<file path="src/rtl/core/primality_test_64_assert.svh">
// Assertion macros for the primality test core.
// Used by ptest_back under rtl/core; needs nothing else.
`ifndef PRIMALITY_TEST_64_ASSERT_SVH
`define PRIMALITY_TEST_64_ASSERT_SVH

// Check prop on every clock edge outside reset.
`define PT_ASSERT(lbl, clk, rst, prop, msg) \
   lbl: assert property (@(posedge clk) disable iff (rst) prop) else $error(msg);

// Check prop on every clock edge, reset included.
`define PT_ASSERT_ALWAYS(lbl, clk, prop, msg) \
   lbl: assert property (@(posedge clk) prop) else $error(msg);

`endif

</file>
<file path="src/rtl/core/ptest_pkg.sv">
// Shared types and constants of the primality test core.
// No dependencies.
`default_nettype none

package ptest_pkg;

   localparam int unsigned IN_BITS     = 64;
   localparam int unsigned NUM_SMALL   = 12;
   localparam int unsigned NUM_WITNESS = 7;
   localparam int unsigned WIT_BITS    = 31;

   localparam logic [5:0] SMALL_PRIME [NUM_SMALL] = '{
      6'd2, 6'd3, 6'd5, 6'd7, 6'd11, 6'd13, 6'd17, 6'd19, 6'd23, 6'd29, 6'd31, 6'd37
   };

   localparam logic [WIT_BITS-1:0] WITNESS [NUM_WITNESS] = '{
      31'd2, 31'd325, 31'd9375, 31'd28178, 31'd450775, 31'd9780504, 31'd1795265022
   };

   localparam logic [2:0] LAST_WITNESS = 3'd6;

   // Classification handed from front to back.
   typedef struct packed {
      logic done;    // answer already known, skip the strong test
      logic prime;   // answer when done
   } cls_type;

   // Status of the modular multiplier.
   typedef struct packed {
      logic busy;
      logic done;
   } mm_status_type;

   typedef enum logic [1:0] {
      F_IDLE,
      F_SCAN,
      F_PUSH
   } front_state_type;

   typedef enum logic [3:0] {
      B_IDLE,
      B_SPLIT,
      B_RED,
      B_RED_WT,
      B_POW,
      B_POWA_WT,
      B_POWB_WT,
      B_CHECK,
      B_SQR,
      B_SQR_WT,
      B_NEXT,
      B_OUT
   } back_state_type;

endpackage

`default_nettype wire

</file>
<file path="src/rtl/core/ptest_mulmod.sv">
// Bit-serial modular multiplier: (a * b) mod m, one bit of b per cycle.
// Depends on ptest_pkg.
`default_nettype none

module ptest_mulmod #(
   parameter int unsigned VALUE_BITS = 64
) (
   input  wire logic                      clock,
   input  wire logic                      reset,
   input  wire logic                      go,
   input  wire logic [VALUE_BITS-1:0]     a_op,
   input  wire logic [VALUE_BITS-1:0]     b_op,
   input  wire logic [VALUE_BITS-1:0]     m_op,
   output ptest_pkg::mm_status_type       status,
   output logic [VALUE_BITS-1:0]          prod
);

   localparam int unsigned CW = $clog2(VALUE_BITS);

   logic                  busy_ff, busy_in;
   logic                  done_ff, done_in;
   logic [CW-1:0]         cnt_ff, cnt_in;
   logic [VALUE_BITS-1:0] a_ff, a_in;
   logic [VALUE_BITS-1:0] b_ff, b_in;
   logic [VALUE_BITS-1:0] m_ff, m_in;
   logic [VALUE_BITS-1:0] acc_ff, acc_in;

   logic [VALUE_BITS:0]   dbl, sum, m_ext;
   logic [VALUE_BITS-1:0] half, addend;

   // Double the accumulator, then add a when the current bit of b is set.
   always_comb begin
      m_ext  = {1'b0, m_ff};
      dbl    = {acc_ff, 1'b0};
      half   = (dbl >= m_ext) ? VALUE_BITS'(dbl - m_ext) : VALUE_BITS'(dbl);
      addend = b_ff[VALUE_BITS-1] ? a_ff : '0;
      sum    = {1'b0, half} + {1'b0, addend};
   end

   // Load on go, step while busy, pulse done after the last bit.
   always_comb begin
      busy_in = busy_ff;
      done_in = 1'b0;
      cnt_in  = cnt_ff;
      a_in    = a_ff;
      b_in    = b_ff;
      m_in    = m_ff;
      acc_in  = acc_ff;
      if (go && !busy_ff) begin
         busy_in = 1'b1;
         cnt_in  = CW'(VALUE_BITS - 1);
         a_in    = a_op;
         b_in    = b_op;
         m_in    = m_op;
         acc_in  = '0;
      end else if (busy_ff) begin
         acc_in = (sum >= m_ext) ? VALUE_BITS'(sum - m_ext) : VALUE_BITS'(sum);
         b_in   = b_ff << 1;
         cnt_in = cnt_ff - 1'b1;
         if (cnt_ff == '0) begin
            busy_in = 1'b0;
            done_in = 1'b1;
         end
      end
   end

   always_ff @(posedge clock) begin
      if (reset) begin
         busy_ff <= 1'b0;
         done_ff <= 1'b0;
      end else begin
         busy_ff <= busy_in;
         done_ff <= done_in;
      end
      cnt_ff <= cnt_in;
      a_ff   <= a_in;
      b_ff   <= b_in;
      m_ff   <= m_in;
      acc_ff <= acc_in;
   end

   assign status.busy = busy_ff;
   assign status.done = done_ff;
   assign prod        = acc_ff;

endmodule

`default_nettype wire

</file>
<file path="src/rtl/core/ptest_front.sv">
// Front end: accepts a value and screens it by trial division by 2..37.
// Depends on ptest_pkg.
`default_nettype none

module ptest_front #(
   parameter int unsigned VALUE_BITS = 64
) (
   input  wire logic                        clock,
   input  wire logic                        reset,
   input  wire logic                        req_push,
   output logic                             req_full,
   input  wire logic [ptest_pkg::IN_BITS-1:0] req_value,
   output logic                             q_push,
   input  wire logic                        q_full,
   output logic [VALUE_BITS-1:0]            q_value,
   output ptest_pkg::cls_type               q_cls
);

   localparam int unsigned CW = $clog2(VALUE_BITS);

   ptest_pkg::front_state_type state_ff, state_in;
   logic [VALUE_BITS-1:0]      val_ff, val_in;
   logic [CW-1:0]              cnt_ff, cnt_in;
   logic [5:0]                 rem_ff [ptest_pkg::NUM_SMALL];
   logic [5:0]                 rem_in [ptest_pkg::NUM_SMALL];
   logic [5:0]                 rem_step [ptest_pkg::NUM_SMALL];
   logic [ptest_pkg::NUM_SMALL-1:0] divides, equals;
   logic                       below_two;

   // One remainder step per prime: r = (2r + bit) mod p.
   for (genvar g = 0; g < ptest_pkg::NUM_SMALL; g++) begin : g_rem
      logic [6:0] t;
      always_comb begin
         t           = {rem_ff[g], val_ff[cnt_ff]};
         rem_step[g] = (t >= {1'b0, ptest_pkg::SMALL_PRIME[g]})
                       ? 6'(t - {1'b0, ptest_pkg::SMALL_PRIME[g]}) : 6'(t);
      end
      assign divides[g] = (rem_ff[g] == '0);
      assign equals[g]  = (val_ff == VALUE_BITS'(ptest_pkg::SMALL_PRIME[g]));
   end

   assign below_two = (val_ff < VALUE_BITS'(2));

   // Classify once the scan is over.
   always_comb begin
      q_cls.done  = below_two || (|divides);
      q_cls.prime = !below_two && (|equals);
   end

   always_comb begin
      state_in = state_ff;
      val_in   = val_ff;
      cnt_in   = cnt_ff;
      rem_in   = rem_ff;
      q_push   = 1'b0;
      case (state_ff)
         ptest_pkg::F_IDLE: begin
            if (req_push) begin
               val_in   = req_value[VALUE_BITS-1:0];
               cnt_in   = CW'(VALUE_BITS - 1);
               for (int i = 0; i < ptest_pkg::NUM_SMALL; i++) rem_in[i] = '0;
               state_in = ptest_pkg::F_SCAN;
            end
         end
         ptest_pkg::F_SCAN: begin
            rem_in = rem_step;
            cnt_in = cnt_ff - 1'b1;
            if (cnt_ff == '0) state_in = ptest_pkg::F_PUSH;
         end
         ptest_pkg::F_PUSH: begin
            if (!q_full) begin
               q_push   = 1'b1;
               state_in = ptest_pkg::F_IDLE;
            end
         end
         default: state_in = ptest_pkg::F_IDLE;
      endcase
   end

   always_ff @(posedge clock) begin
      if (reset) begin
         state_ff <= ptest_pkg::F_IDLE;
      end else begin
         state_ff <= state_in;
      end
      val_ff <= val_in;
      cnt_ff <= cnt_in;
      rem_ff <= rem_in;
   end

   assign req_full = (state_ff != ptest_pkg::F_IDLE);
   assign q_value  = val_ff;

endmodule

`default_nettype wire

</file>
<file path="src/rtl/core/ptest_queue.sv">
// Two-entry queue between the front end and the back end.
// Depends on ptest_pkg.
`default_nettype none

module ptest_queue #(
   parameter int unsigned VALUE_BITS = 64
) (
   input  wire logic                  clock,
   input  wire logic                  reset,
   input  wire logic                  push,
   output logic                       full,
   input  wire logic [VALUE_BITS-1:0] wr_value,
   input  ptest_pkg::cls_type         wr_cls,
   input  wire logic                  pop,
   output logic                       empty,
   output logic [VALUE_BITS-1:0]      rd_value,
   output ptest_pkg::cls_type         rd_cls
);

   logic [VALUE_BITS-1:0] val_mem [2];
   ptest_pkg::cls_type    cls_mem [2];
   logic                  wp_ff, wp_in;
   logic                  rp_ff, rp_in;
   logic [1:0]            cnt_ff, cnt_in;
   logic                  do_push, do_pop;

   assign full    = (cnt_ff == 2'd2);
   assign empty   = (cnt_ff == 2'd0);
   assign do_push = push && !full;
   assign do_pop  = pop && !empty;

   // Advance pointers and count.
   always_comb begin
      wp_in  = do_push ? !wp_ff : wp_ff;
      rp_in  = do_pop ? !rp_ff : rp_ff;
      cnt_in = cnt_ff + {1'b0, do_push} - {1'b0, do_pop};
   end

   always_ff @(posedge clock) begin
      if (reset) begin
         wp_ff  <= 1'b0;
         rp_ff  <= 1'b0;
         cnt_ff <= 2'd0;
      end else begin
         wp_ff  <= wp_in;
         rp_ff  <= rp_in;
         cnt_ff <= cnt_in;
      end
      if (do_push) begin
         val_mem[wp_ff] <= wr_value;
         cls_mem[wp_ff] <= wr_cls;
      end
   end

   assign rd_value = val_mem[rp_ff];
   assign rd_cls   = cls_mem[rp_ff];

endmodule

`default_nettype wire

</file>
<file path="src/rtl/core/ptest_back.sv">
// Back end: strong probable-prime test over seven fixed witnesses.
// Depends on ptest_pkg, ptest_mulmod and primality_test_64_assert.svh.
`default_nettype none
`include "primality_test_64_assert.svh"

module ptest_back #(
   parameter int unsigned VALUE_BITS = 64
) (
   input  wire logic                  clock,
   input  wire logic                  reset,
   input  wire logic                  q_empty,
   output logic                       q_pop,
   input  wire logic [VALUE_BITS-1:0] q_value,
   input  ptest_pkg::cls_type         q_cls,
   input  wire logic                  out_free,
   output logic                       out_wr,
   output logic                       out_prime
);

   localparam int unsigned CW = $clog2(VALUE_BITS);

   ptest_pkg::back_state_type state_ff, state_in;
   logic [VALUE_BITS-1:0] n_ff, n_in;
   logic [VALUE_BITS-1:0] d_ff, d_in;
   logic [VALUE_BITS-1:0] e_ff, e_in;
   logic [VALUE_BITS-1:0] base_ff, base_in;
   logic [VALUE_BITS-1:0] acc_ff, acc_in;
   logic [CW-1:0]         s_ff, s_in;
   logic [CW-1:0]         r_ff, r_in;
   logic [2:0]            widx_ff, widx_in;
   logic                  prime_ff, prime_in;

   logic                      mm_go;
   logic [VALUE_BITS-1:0]     mm_a, mm_b, mm_prod, n_less;
   ptest_pkg::mm_status_type  mm_st;

   assign n_less = n_ff - 1'b1;

   ptest_mulmod #(.VALUE_BITS(VALUE_BITS)) u_mulmod (
      .clock  (clock),
      .reset  (reset),
      .go     (mm_go),
      .a_op   (mm_a),
      .b_op   (mm_b),
      .m_op   (n_ff),
      .status (mm_st),
      .prod   (mm_prod)
   );

   // Sequence: split n-1, reduce witness, power, then repeated squaring.
   always_comb begin
      state_in = state_ff;
      n_in     = n_ff;
      d_in     = d_ff;
      e_in     = e_ff;
      base_in  = base_ff;
      acc_in   = acc_ff;
      s_in     = s_ff;
      r_in     = r_ff;
      widx_in  = widx_ff;
      prime_in = prime_ff;
      q_pop    = 1'b0;
      out_wr   = 1'b0;
      mm_go    = 1'b0;
      mm_a     = acc_ff;
      mm_b     = base_ff;
      case (state_ff)
         ptest_pkg::B_IDLE: begin
            if (!q_empty) begin
               q_pop = 1'b1;
               n_in  = q_value;
               if (q_cls.done) begin
                  prime_in = q_cls.prime;
                  state_in = ptest_pkg::B_OUT;
               end else begin
                  d_in     = q_value - 1'b1;
                  s_in     = '0;
                  state_in = ptest_pkg::B_SPLIT;
               end
            end
         end
         ptest_pkg::B_SPLIT: begin
            if (!d_ff[0]) begin
               d_in = d_ff >> 1;
               s_in = s_ff + 1'b1;
            end else begin
               widx_in  = '0;
               state_in = ptest_pkg::B_RED;
            end
         end
         ptest_pkg::B_RED: begin
            // witness mod n as 1 * witness
            mm_go    = 1'b1;
            mm_a     = VALUE_BITS'(1);
            mm_b     = VALUE_BITS'(ptest_pkg::WITNESS[widx_ff]);
            state_in = ptest_pkg::B_RED_WT;
         end
         ptest_pkg::B_RED_WT: begin
            if (mm_st.done) begin
               if (mm_prod == '0) begin
                  state_in = ptest_pkg::B_NEXT;
               end else begin
                  base_in  = mm_prod;
                  e_in     = d_ff;
                  acc_in   = VALUE_BITS'(1);
                  state_in = ptest_pkg::B_POW;
               end
            end
         end
         ptest_pkg::B_POW: begin
            if (e_ff == '0) begin
               state_in = ptest_pkg::B_CHECK;
            end else if (e_ff[0]) begin
               mm_go    = 1'b1;
               state_in = ptest_pkg::B_POWA_WT;
            end else begin
               mm_go    = 1'b1;
               mm_a     = base_ff;
               state_in = ptest_pkg::B_POWB_WT;
            end
         end
         ptest_pkg::B_POWA_WT: begin
            if (mm_st.done) begin
               acc_in   = mm_prod;
               mm_go    = 1'b1;
               mm_a     = base_ff;
               state_in = ptest_pkg::B_POWB_WT;
            end
         end
         ptest_pkg::B_POWB_WT: begin
            if (mm_st.done) begin
               base_in  = mm_prod;
               e_in     = e_ff >> 1;
               state_in = ptest_pkg::B_POW;
            end
         end
         ptest_pkg::B_CHECK: begin
            if (acc_ff == VALUE_BITS'(1) || acc_ff == n_less) begin
               state_in = ptest_pkg::B_NEXT;
            end else begin
               r_in     = CW'(1);
               state_in = ptest_pkg::B_SQR;
            end
         end
         ptest_pkg::B_SQR: begin
            if (r_ff < s_ff) begin
               mm_go    = 1'b1;
               mm_b     = acc_ff;
               state_in = ptest_pkg::B_SQR_WT;
            end else begin
               prime_in = 1'b0;
               state_in = ptest_pkg::B_OUT;
            end
         end
         ptest_pkg::B_SQR_WT: begin
            if (mm_st.done) begin
               acc_in   = mm_prod;
               r_in     = r_ff + 1'b1;
               state_in = (mm_prod == n_less) ? ptest_pkg::B_NEXT : ptest_pkg::B_SQR;
            end
         end
         ptest_pkg::B_NEXT: begin
            if (widx_ff == ptest_pkg::LAST_WITNESS) begin
               prime_in = 1'b1;
               state_in = ptest_pkg::B_OUT;
            end else begin
               widx_in  = widx_ff + 1'b1;
               state_in = ptest_pkg::B_RED;
            end
         end
         ptest_pkg::B_OUT: begin
            if (out_free) begin
               out_wr   = 1'b1;
               state_in = ptest_pkg::B_IDLE;
            end
         end
         default: state_in = ptest_pkg::B_IDLE;
      endcase
   end

   always_ff @(posedge clock) begin
      if (reset) begin
         state_ff <= ptest_pkg::B_IDLE;
      end else begin
         state_ff <= state_in;
      end
      n_ff     <= n_in;
      d_ff     <= d_in;
      e_ff     <= e_in;
      base_ff  <= base_in;
      acc_ff   <= acc_in;
      s_ff     <= s_in;
      r_ff     <= r_in;
      widx_ff  <= widx_in;
      prime_ff <= prime_in;
   end

   assign out_prime = prime_ff;

   `PT_ASSERT(a_go_idle, clock, reset, mm_go |-> !mm_st.busy, "multiplier started while busy")
   `PT_ASSERT(a_pop_ok, clock, reset, q_pop |-> !q_empty, "pop from empty queue")
   `PT_ASSERT(a_done_wait, clock, reset, mm_st.done |-> $past(mm_st.busy), "done without work")
   `PT_ASSERT_ALWAYS(a_wr_once, clock, out_wr |=> !out_wr, "result written twice")

endmodule

`default_nettype wire

</file>
<file path="src/rtl/core/primality_test_64.sv">
// Channel   Ports                         Direction
// request   req_push/req_full/req_value    in  (queue write side)
// response  rsp_pop/rsp_empty/rsp_prime    out (queue read side)
//
// Front end screens each value one bit per cycle through twelve remainder
// chains. The back end runs one bit-serial modular multiplier; a full
// strong test takes up to about 7 * 2 * VALUE_BITS products.
// Reset is synchronous and clears all control state; the front may take a new
// value while the back end still works and a result waits to be popped.
// Top level of the primality test; depends on ptest_pkg, ptest_front,
// ptest_queue and ptest_back.
`default_nettype none

module primality_test_64 #(
   parameter int unsigned VALUE_BITS = 64
) (
   input  wire logic                          clock,
   input  wire logic                          reset,
   input  wire logic                          req_push,
   output logic                               req_full,
   input  wire logic [ptest_pkg::IN_BITS-1:0] req_value,
   input  wire logic                          rsp_pop,
   output logic                               rsp_empty,
   output logic                               rsp_prime
);

   logic                  q_push, q_full, q_pop, q_empty;
   logic [VALUE_BITS-1:0] q_wr_value, q_rd_value;
   ptest_pkg::cls_type    q_wr_cls, q_rd_cls;
   logic                  out_wr, out_prime, out_free;
   logic                  valid_ff, valid_in;
   logic                  prime_ff, prime_in;

   ptest_front #(.VALUE_BITS(VALUE_BITS)) u_front (
      .clock     (clock),
      .reset     (reset),
      .req_push  (req_push),
      .req_full  (req_full),
      .req_value (req_value),
      .q_push    (q_push),
      .q_full    (q_full),
      .q_value   (q_wr_value),
      .q_cls     (q_wr_cls)
   );

   ptest_queue #(.VALUE_BITS(VALUE_BITS)) u_queue (
      .clock    (clock),
      .reset    (reset),
      .push     (q_push),
      .full     (q_full),
      .wr_value (q_wr_value),
      .wr_cls   (q_wr_cls),
      .pop      (q_pop),
      .empty    (q_empty),
      .rd_value (q_rd_value),
      .rd_cls   (q_rd_cls)
   );

   ptest_back #(.VALUE_BITS(VALUE_BITS)) u_back (
      .clock     (clock),
      .reset     (reset),
      .q_empty   (q_empty),
      .q_pop     (q_pop),
      .q_value   (q_rd_value),
      .q_cls     (q_rd_cls),
      .out_free  (out_free),
      .out_wr    (out_wr),
      .out_prime (out_prime)
   );

   // Hold one result until popped.
   assign out_free = !valid_ff || rsp_pop;

   always_comb begin
      valid_in = valid_ff;
      prime_in = prime_ff;
      if (rsp_pop && valid_ff) valid_in = 1'b0;
      if (out_wr) begin
         valid_in = 1'b1;
         prime_in = out_prime;
      end
   end

   always_ff @(posedge clock) begin
      if (reset) begin
         valid_ff <= 1'b0;
      end else begin
         valid_ff <= valid_in;
      end
      prime_ff <= prime_in;
   end

   assign rsp_empty = !valid_ff;
   assign rsp_prime = prime_ff;

endmodule

`default_nettype wire
</file>
<file path="config.mk">
export PLATFORM = sky130hd
export DESIGN_NAME = primality_test_64
export DESIGN_NICKNAME = d
export VERILOG_FILES = /design/src/rtl/core/ptest_pkg.sv /design/src/rtl/core/ptest_mulmod.sv /design/src/rtl/core/ptest_front.sv /design/src/rtl/core/ptest_queue.sv /design/src/rtl/core/ptest_back.sv /design/src/rtl/core/primality_test_64.sv
export VERILOG_INCLUDE_DIRS = /design/src /design/src/rtl/core
export SDC_FILE = /design/constraint.sdc
export NUM_CORES = 2
export LEC_CHECK = 0
export BUFFER_PORTS_ARGS = -buffer_cell sky130_fd_sc_hd__clkbuf_2
export CORE_UTILIZATION = 58
export CTS_CLUSTER_SIZE = 25
export DETAILED_ROUTE_END_ITERATION = 8
export PLACE_DENSITY = 0.83
export SYNTH_ARGS = -nofsm -noshare
export SYNTH_HDL_FRONTEND = slang
export SYNTH_SLANG_ARGS = --single-unit
</file>
<file path="constraint.sdc">
create_clock -name clock -period 9.9 [get_ports clock]
set_clock_uncertainty 0.1 [all_clocks]
set_input_delay 0.495 -clock clock [delete_from_list [all_inputs] [get_ports clock]]
set_output_delay 0.495 -clock clock [all_outputs]
set_load 0.01 [all_outputs]
</file>
==> flow_metrics.env <==
export IMPL_die_w_um=305
export IMPL_grt_pass1_wl_mm=244
export IMPL_path_max_fanout=9
export IMPL_synth_area_sq_mm=0.0533
export IMPL_antenna_found_initial=7
export IMPL_crit_top_cell="buf_4"
export IMPL_synth_edf_count=803
export IMPL_via_count=43100
export IMPL_slew_headroom_pct=-10.7
export IMPL_worstSkewPairLatency_ns=0.68
export IMPL_syn_inst=5130
export IMPL_path_clk_slew_ns=0.06
export IMPL_async_reset_ff_share_pct=0
export IMPL_worstHoldPathType="primary input to flop"
export IMPL_finalCritPeriodShare_pct=94.7
export IMPL_coreArea_sq_mm=0.0906
export IMPL_final_nets=5596
export IMPL_yosys_area_top_type="edfxtp_1"
export IMPL_ant_nets=0
export IMPL_violations="capacitance limit, slew limit"
export IMPL_grt_max_degree=114
export IMPL_fp_row_count=110
export IMPL_utilization_pct=65.7
export IMPL_dpl_instance_area_sq_mm=0.0557
export IMPL_grt_pass1_vias=40600
export IMPL_routed_wl_mm=163
export IMPL_maxCapViolCount=1
export IMPL_synth_ff_type="edfxtp_1"
export IMPL_dp_hpwl_mm=118
export IMPL_htree_levels=3
export IMPL_critPathKind="flop to flop"
export IMPL_cts_buffers=89
export IMPL_place_inst=6311
export IMPL_syn_num_nets=5435
export IMPL_finalHoldViolCount=0
export IMPL_tightestPinTransition_ns=1.64
export IMPL_cp_startpoint="u_back.u_mulmod.m_ff[1]"
export IMPL_setup_violations=0
export IMPL_grtUsageTotal_pct=34.3
export IMPL_period_minus_slack_ns=9.37
export IMPL_drive_gt1_share_pct=11.3
export IMPL_status="complete, but fails checks"
export IMPL_synth_cell_types=89
export IMPL_wire_per_inst_um=24.9
export IMPL_yosys_top_cells_area="edfxtp_1 (45%), ha_1 (5.5%), xnor2_1 (5.1%)"
export IMPL_final_max_slew_viol_count=2
export IMPL_dieArea_sq_mm=0.0931
export IMPL_crit_required_ns=10.33
export IMPL_startpoint_type="flop"
export IMPL_syn_area_per_cell_sq_um=10.4
export IMPL_die_y_um=305
export IMPL_r2r_start="u_back.u_mulmod.m_ff[1]"
export IMPL_gp_congestion=1.04
export IMPL_synthTopCellsByCount="edfxtp_1 (803), nand2_1 (405), o21ai_0 (390)"
export IMPL_cp_slowest_cell="a2111oi_2"
export IMPL_grt_overflow=0
export IMPL_arrival_ns=9.81
export IMPL_initial_utilization_pct=58.8
export IMPL_synth_yosys_seq_area_share_pct=48.4
export IMPL_syn2layout_area_growth_pct=11.6
export IMPL_yosysMostFrequentCell="edfxtp_1"
export IMPL_portBuffers=70
export IMPL_cts_sinks=887
export IMPL_drtIter0Drc=5532
export IMPL_cpPeakStageDelay_ns=0.46
export IMPL_rrSetupSlack_ns=0.53
export IMPL_tritoncts="built"
export IMPL_crit_end="u_back.u_mulmod.prod[60]"
export IMPL_rr_worst_depth=41
export IMPL_cts_buffer_depth=3
export IMPL_rsz0062_at_grt="false"
export IMPL_cts_root_buf="clkbuf_16"
export IMPL_boundaryPins=71
export IMPL_stdcell_area_sq_mm=0.0595
export IMPL_end_kind="flop"
export IMPL_drtPass1Iterations=6
export IMPL_synth_ff_latch_count=887
export IMPL_viasPerCell=6.58
export IMPL_synth_top_area_share_pct=45.3
export IMPL_max_freq_mhz=107
export IMPL_r2r_end="u_back.u_mulmod.prod[60]"
export IMPL_stdcell_count=6545
export IMPL_yosysWarnings=0
export IMPL_drc_errors=0
-- sequential cells by signal, indices dropped and copies added, names as in the netlist, 6 cells and up, named ones only --
register,count
u_queue.val_mem,128
u_front.g_rem.t,72
u_back.acc_ff,64
u_back.base_ff,64
u_back.d_ff,64
u_back.e_ff,64
u_back.n_ff,64
u_back.u_mulmod.a_ff,64
u_back.u_mulmod.b_ff,64
u_back.u_mulmod.m_ff,64
u_back.u_mulmod.prod,64
u_front.q_value,64
u_back.r_ff,6
u_back.s_ff,6
u_back.u_mulmod.cnt_ff,6
u_front.cnt_ff,6
-- how the worst min path moves through the flow --
stage,startpoint,to,slack (ns),cells past startpoint
2_1_floorplan,u_back.u_mulmod.cnt_ff[5],u_back.u_mulmod.done_ff,0.30,1
3_3_place_gp,u_back.out_prime,rsp_prime,0.32,0
3_5_place_dp,u_back.out_prime,rsp_prime,0.32,0
4_1_cts,rsp_pop,valid_ff,0.04,4
5_1_grt,rsp_pop,valid_ff,0.08,4
6_report,rsp_pop,valid_ff,0.07,4
-- cell families (layout without fill, tap and decap cells) --
| logic type | Yosys count | in the layout | share of synthesized area (%) |
|---|---|---|---|
| XOR/XNOR | 458 | 458 | 7.66 |
| multiplexers | 193 | 193 | 4.12 |
| AND/OR/NAND/NOR | 1644 | 1644 | 15.8 |
| adder cells (fa/ha/maj) | 237 | 237 | 5.61 |
| other | 0 | 5 | 0 |
| flip-flops | 887 | 887 | 48.4 |
| AO/OA/AOI/OAI | 1301 | 1301 | 15.4 |
| buffers and inverters | 410 | 644 | 2.93 |
-- timing repair --
item | in CTS | in global routing
cloned | 0 | 0
hold buffers | 64 | 0
endpoints found under the hold margin | 64 | 0
setup endpoints to repair | 62 | 64
setup buffers | 0 | 1
gates resized for setup | 3 | 15
pin swaps | 1 | 2
-- metal layers --
metal	global-route usage, %	vias to the layer above	part of all wire (%)
met5	0	-	0.034
met4	17.6	8	5.6
met3	6.86	435	11
met2	51.4	2628	43
met1	47.4	20500	40
li1	-	19500	-
-- cells in the final DEF, fill, tap and decap left out, types with 15 or more instances in the layout --
master         instances
edfxtp_1             803
nand2_1              404
o21ai_0              386
nor2_1               319
a21oi_1              314
xnor2_1              311
ha_1                 234
buf_4                175
inv_1                162
and2_1               148
a21o_1               146
xor2_1               142
nor4_1               121
mux2_2               118
nand3_1              117
nor3_1               117
clkbuf_16             92
dfxtp_1               83
nand4_1               72
a22o_1                71
clkbuf_2              70
mux2i_1               65
dlygate4sd3_1         64
and3_1                51
a22oi_1               49
nor2b_1               46
a31oi_1               43
nand3b_1              43
nand2b_1              41
or3_1                 36
o21bai_1              35
o21a_1                29
a211oi_1              28
a221oi_1              27
or4_1                 25
or2_2                 25
o31ai_1               21
nor3b_1               15
-- through the flow --
stage                     setup WS [ns]  hold slack (ns)  TNS, ns
after global placement           -0.110            0.316    -1.63
after global routing             0.0208           0.0801        0
final                             0.528           0.0676        0
after detailed placement         -0.210            0.318    -7.85
after floorplan                   0.636            0.297        0
after CTS                        0.0179           0.0353        0
-- worst max-delay path, delay by kind of cell, from the launching register on --
family                     cells  cell delay [ns]
AOI/OAI and AO/OA             17             4.02
xor gates and xnor gates       1             0.18
DFF                            1             0.36
buffers and inverters          7             1.08
adders and majority gates      3             0.99
and+or+nand+nor               12             2.08
muxes                          1             0.43
-- cell type report --
| type | count | area (sq um) |
|---|---|---|
| Fill cell | 6730 | 31100 |
| Multi-Input combinational cell | 3833 | 26100 |
| Sequential cell | 887 | 25800 |
| Timing Repair Buffer | 314 | 2400 |
| Clock buffer | 102 | 2340 |
| Tap cell | 1176 | 1470 |
| Clock inverter | 62 | 736 |
| Inverter | 166 | 626 |
| Antenna cell | 5 | 12.5 |
Power is left out: the tool's default activity adds up to more than one toggle a clock period on the data nets, which glitch-free logic cannot reach.
